**src/thc_pkg.sv**
```systemverilog
// ----------------------------------------------------------------------------
// thc_pkg
// Shared types and constants of the temperature and humidity compensation.
// ----------------------------------------------------------------------------
package thc_pkg;

    localparam int TEMP_STAGES = 3;
    localparam int HUM_STAGES  = 8;
    localparam int LATENCY     = TEMP_STAGES + HUM_STAGES;

    localparam logic signed [31:0] FINE_OFFSET = 32'sd76800;
    localparam logic signed [31:0] HUM_CLAMP   = 32'sd419430400;
    localparam logic signed [31:0] HUM_ROUND_A = 32'sd16384;
    localparam logic signed [31:0] HUM_BIAS_B  = 32'sd2097152;
    localparam logic signed [31:0] HUM_ROUND_B = 32'sd8192;
    localparam logic signed [31:0] HUM_BIAS_E  = 32'sd32768;
    localparam logic signed [31:0] TEMP_ROUND  = 32'sd128;

    localparam logic [2:0] CFG_TEMP_REF         = 3'd0;
    localparam logic [2:0] CFG_TEMP_SLOPE       = 3'd1;
    localparam logic [2:0] CFG_TEMP_CURVE       = 3'd2;
    localparam logic [2:0] CFG_HUM_QUAD         = 3'd3;
    localparam logic [2:0] CFG_HUM_GAIN         = 3'd4;
    localparam logic [2:0] CFG_HUM_TEMP_LIN     = 3'd5;
    localparam logic [2:0] CFG_HUM_OFFSET_SLOPE = 3'd6;
    localparam logic [2:0] CFG_HUM_TEMP_SQ      = 3'd7;

    typedef struct packed {
        logic        [15:0] temp_ref;
        logic signed [15:0] temp_slope;
        logic signed [15:0] temp_curve;
        logic        [7:0]  hum_quad;
        logic signed [15:0] hum_gain;
        logic        [7:0]  hum_temp_lin;
        logic signed [11:0] hum_offset;
        logic signed [11:0] hum_slope;
        logic signed [7:0]  hum_temp_sq;
    } t_coef;

    typedef struct packed {
        logic               valid;
        logic signed [31:0] fine;
        logic signed [31:0] x;
        logic        [15:0] hum_adc;
    } t_fine;

endpackage

```
**src/thc_fine_temp.sv**
```systemverilog
// ----------------------------------------------------------------------------
// thc_fine_temp
// Three-stage pipeline forming the fine temperature from the raw conversion.
// ----------------------------------------------------------------------------
module thc_fine_temp (
    input  logic           i_clk,
    input  logic           i_rst_n,
    input  thc_pkg::t_coef i_coef,
    input  logic           i_valid,
    input  logic [19:0]    i_temp_adc,
    input  logic [15:0]    i_hum_adc,
    output thc_pkg::t_fine o_fine
);
    import thc_pkg::*;

    logic signed [31:0] t2, t3, lin, d;
    logic signed [31:0] n_fine;

    logic               r_v1, r_v2, r_v3;
    logic signed [31:0] r_p1, r_dd, r_lin, r_q, r_fine, r_x;
    logic        [15:0] r_h1, r_h2, r_h3;

    assign t2  = {{16{i_coef.temp_slope[15]}}, i_coef.temp_slope};
    assign t3  = {{16{i_coef.temp_curve[15]}}, i_coef.temp_curve};
    assign lin = {15'b0, i_temp_adc[19:3]} - {15'b0, i_coef.temp_ref, 1'b0};
    assign d   = {16'b0, i_temp_adc[19:4]} - {16'b0, i_coef.temp_ref};

    assign n_fine = r_lin + (r_q >>> 14);

    always_ff @(posedge i_clk) begin
        if (!i_rst_n) begin
            r_v1 <= 1'b0;
            r_v2 <= 1'b0;
            r_v3 <= 1'b0;
        end else begin
            r_v1 <= i_valid;
            r_v2 <= r_v1;
            r_v3 <= r_v2;
        end
    end

    always_ff @(posedge i_clk) begin
        r_p1   <= lin * t2;
        r_dd   <= d * d;
        r_h1   <= i_hum_adc;
        r_lin  <= r_p1 >>> 11;
        r_q    <= (r_dd >>> 12) * t3;
        r_h2   <= r_h1;
        r_fine <= n_fine;
        r_x    <= n_fine - FINE_OFFSET;
        r_h3   <= r_h2;
    end

    assign o_fine.valid   = r_v3;
    assign o_fine.fine    = r_fine;
    assign o_fine.x       = r_x;
    assign o_fine.hum_adc = r_h3;

endmodule

```
**config.mk**
```make
export PLATFORM = sky130hd
export DESIGN_NAME = thc_fine_temp
export DESIGN_NICKNAME = d
export VERILOG_FILES = /design/src/thc_pkg.sv /design/src/thc_fine_temp.sv
export SDC_FILE = /design/constraint.sdc
export NUM_CORES = 2
export LEC_CHECK = 0
export BUFFER_PORTS_ARGS = -buffer_cell sky130_fd_sc_hd__buf_2
export CORE_UTILIZATION = 35
export DETAILED_ROUTE_END_ITERATION = 16
export SETUP_SLACK_MARGIN = 0.5
export SLEW_MARGIN = 20
export SYNTH_ARGS = -nofsm -noshare
export SYNTH_HDL_FRONTEND = slang
export SYNTH_SLANG_ARGS = --single-unit
```
**constraint.sdc**
```tcl
create_clock -name i_clk -period 9.1 [get_ports i_clk]
set_clock_uncertainty 0.1 [all_clocks]
set_input_delay 2.275 -clock i_clk [delete_from_list [all_inputs] [get_ports i_clk]]
set_output_delay 2.275 -clock i_clk [all_outputs]
set_load 0.02 [all_outputs]
```
==> impl_metrics.env <==
export IMPL_ys_flop_type="dfxtp_1"
export IMPL_initial_utilization_pct=35.5
export IMPL_cts_sinks=175
export IMPL_slew_violations=0
export IMPL_fin_crit_sh_pct=100
export IMPL_synth_fp_nets=4977
export IMPL_synthMostInstantiatedCell="inv_1"
export IMPL_finalNonFillerCells=5442
export IMPL_cp_start_kind="input port"
export IMPL_critPathSlowestCell="or4_4"
export IMPL_synth_simple_area_share_pct=12.7
export IMPL_ys_types=75
export IMPL_synthAdderAreaFrac_pct=56.5
export IMPL_netlist_area_um2=35000
export IMPL_drt_total_wl_um=83000
export IMPL_syn_mean_instance_area_um2=9.38
export IMPL_setup_tns_ns=-0.0922
export IMPL_synth_top_family_by_area="adder cells"
export IMPL_clk_pin_slew_ns=0.09
export IMPL_ys_top_cells_by_area="fa_1 47%, inv_1 10%, dfxtp_1 10%"
export IMPL_endpoint_kind="flip-flop"
export IMPL_cap_violations=0
export IMPL_holdWs_ns=0.228
export IMPL_dp_cells=5360
export IMPL_startpoint="i_coef[97]"
export IMPL_synth_compound_area_share_pct=4.58
export IMPL_critPathMostFrequentCell="fa_1"
export IMPL_worst_path_buf_inv=11
export IMPL_clock_fmax_ghz=0.110
export IMPL_vias=24821
export IMPL_cts_buffers=17
export IMPL_ys_warn_count=0
export IMPL_die_w_um=318
export IMPL_synthArstFlopShare_pct=0
export IMPL_required_ns=9.39
export IMPL_nets=5386
export IMPL_synth_seq_area_share_pct=10.0
export IMPL_routedWlPerCell_um=15.2
export IMPL_crit_fanout=6
export IMPL_maxSlewHeadroom_pct=41.5
export IMPL_cts_hold_buf=0
export IMPL_viasPerCell=4.56
export IMPL_rsz0062_at_grt="true"
export IMPL_fin_ws_ns=-0.0306
export IMPL_postRouteAntennaNets=0
export IMPL_overflow=0
export IMPL_core_area_um2=98700
export IMPL_final_layout_size_suffix_gt1_share_pct=20.3
export IMPL_setup_viol=5
export IMPL_rows=115
export IMPL_clk_latency_ns=0.50
export IMPL_setup_worst_path_class="in -> reg"
export IMPL_violations="setup timing"
export IMPL_first_pass_iters=5
export IMPL_cts_root_buffer="clkbuf_16"
export IMPL_grt_pass1_vias=26381
export IMPL_drtIter0Drc=1124
export IMPL_fillers=9677
export IMPL_yosys_top_cells_count="971 x inv_1, 816 x fa_1, 462 x nand2_1"
export IMPL_yosysTopAreaCell="fa_1"
export IMPL_synthXorXnorAreaFrac_pct=3.47
export IMPL_synth_edff_count=0
export IMPL_detail_route_drc_violations=0
export IMPL_syn2layout_area_growth_pct=19.7
export IMPL_io_pin_count=232
export IMPL_cp_slowest_stage_delay_ns=0.54
export IMPL_hold_class="reg -> reg"
export IMPL_crit_family="adder cells"
export IMPL_arrival_ns=9.43
export IMPL_grt_pass1_wl_um=137000
export IMPL_cts_tree="built"
export IMPL_die_h_um=318
export IMPL_syn_inst=3733
export IMPL_track_usage_pct=16.9
export IMPL_reg2reg_from="r_dd[21]"
export IMPL_status="finished with violations"
export IMPL_die_area_um2=101000
export IMPL_antenna_found_initial=2
export IMPL_cts_buffer_depth=2
export IMPL_tightest_slew_ns=0.876
export IMPL_antenna_cells=0
export IMPL_dpl_hpwl_um=70900
export IMPL_hold_viol_final=0
export IMPL_synth_top_area_share_pct=46.6
export IMPL_min_from="r_p1[17]"
export IMPL_period_needed_ns=9.13
export IMPL_gp_congestion=0.850
export IMPL_muxShareOfSynthArea_pct=0.207
export IMPL_grt_max_degree=34
export IMPL_h_tree_depth=4
export IMPL_ys_seq_elements=175
export IMPL_portBuffers=164
==> state kept, by name, indices dropped and copies added, names as in the netlist <==
| register | count |
|---|---|
| r_lin | 21 |
| r_h1 | 16 |
| r_h3 | 16 |
| r_v2 | 1 |
| r_fine | 12 |
| r_dd | 20 |
| r_v1 | 1 |
| r_q | 18 |
| r_h2 | 16 |
| r_x | 32 |
| r_v3 | 1 |
| r_p1 | 21 |
==> placed cells by master, fill, tap and decap left out, drive strengths merged, types with 9 or more instances in the layout <==
cell type,netlist,final
nor2,143,143
o21ai,42,42
a211oi,9,9
o21a,24,24
inv,973,979
dfxtp,175,175
a31oi,15,15
a21oi,61,61
and2,215,215
xor2,29,29
a21o,29,29
ha,277,277
nand2,462,462
nor2b,26,26
clkinv,5,12
nor3,23,23
buf,30,533
xnor2,109,109
nand3,17,19
nand2b,31,31
clkbuf,116,20
fa,816,816
==> through the flow <==
step / instance area [um2] / setup slack [ns] / utilization [%]
after floorplan: 35700 / 0.0305 / -
after global placement: 39900 / -0.709 / 40.4
after detailed placement: 39900 / -0.743 / 40.4
after CTS: 41100 / 0.0213 / 41.7
after global routing: 41900 / -0.302 / 42.5
final: 41900 / -0.0306 / 42.5
==> metal layers <==
layer | wire (um) | part of all wire (%) | vias to the layer above | track usage (%)
met3 | 2690 | 3.2 | 80 | 1.60
met1 | 37300 | 45 | 12621 | 22.8
met5 | 0 | 0 | - | 0
met2 | 41600 | 50 | 443 | 29.2
met4 | 1390 | 1.7 | 0 | 3.86
li1 | - | - | 11677 | -
==> cell type report <==
| class | instances | area [um2] | share of cell area (%) |
|---|---|---|---|
| multi-input cells | 2435 | 28500 | 67.9 |
| repair buffers | 535 | 4010 | 9.56 |
| well taps | 1287 | 1610 | 3.84 |
| inverters | 978 | 3710 | 8.86 |
| flip-flops and latches | 175 | 3500 | 8.36 |
| clock buffers | 18 | 439 | 1.05 |
| clock inverters | 14 | 180 | 0.430 |
==> worst paths after layout <==
path / end / cells after the start / slack [ns]
max: r_dd[29] / 35 / -0.03
min: r_lin[6] / 0 / 0.23
max reg2reg: r_q[31] / 22 / 2.04
min reg2reg: r_lin[6] / 0 / 0.23
==> cells by family (layout without fill, tap and decap cells) <==
| logic type | Yosys count | in the layout |
|---|---|---|
| buf+inv | 1125 | 1545 |
| fa+ha+maj | 1093 | 1093 |
| simple gates | 958 | 960 |
| compound gates | 237 | 237 |
| flops | 175 | 175 |
| xor+xnor | 138 | 138 |
| mux | 7 | 7 |
==> repair_timing <==
action	CTS	global route
resized for setup	97	145
endpoints found under the setup margin	34	39
cloned	2	1
pin swaps	93	110
buffers inserted	25	22
hold endpoints to repair	0	0
Power is not shown: default switching activity piles up to over one toggle a cycle in this logic, so the estimate is an artifact.
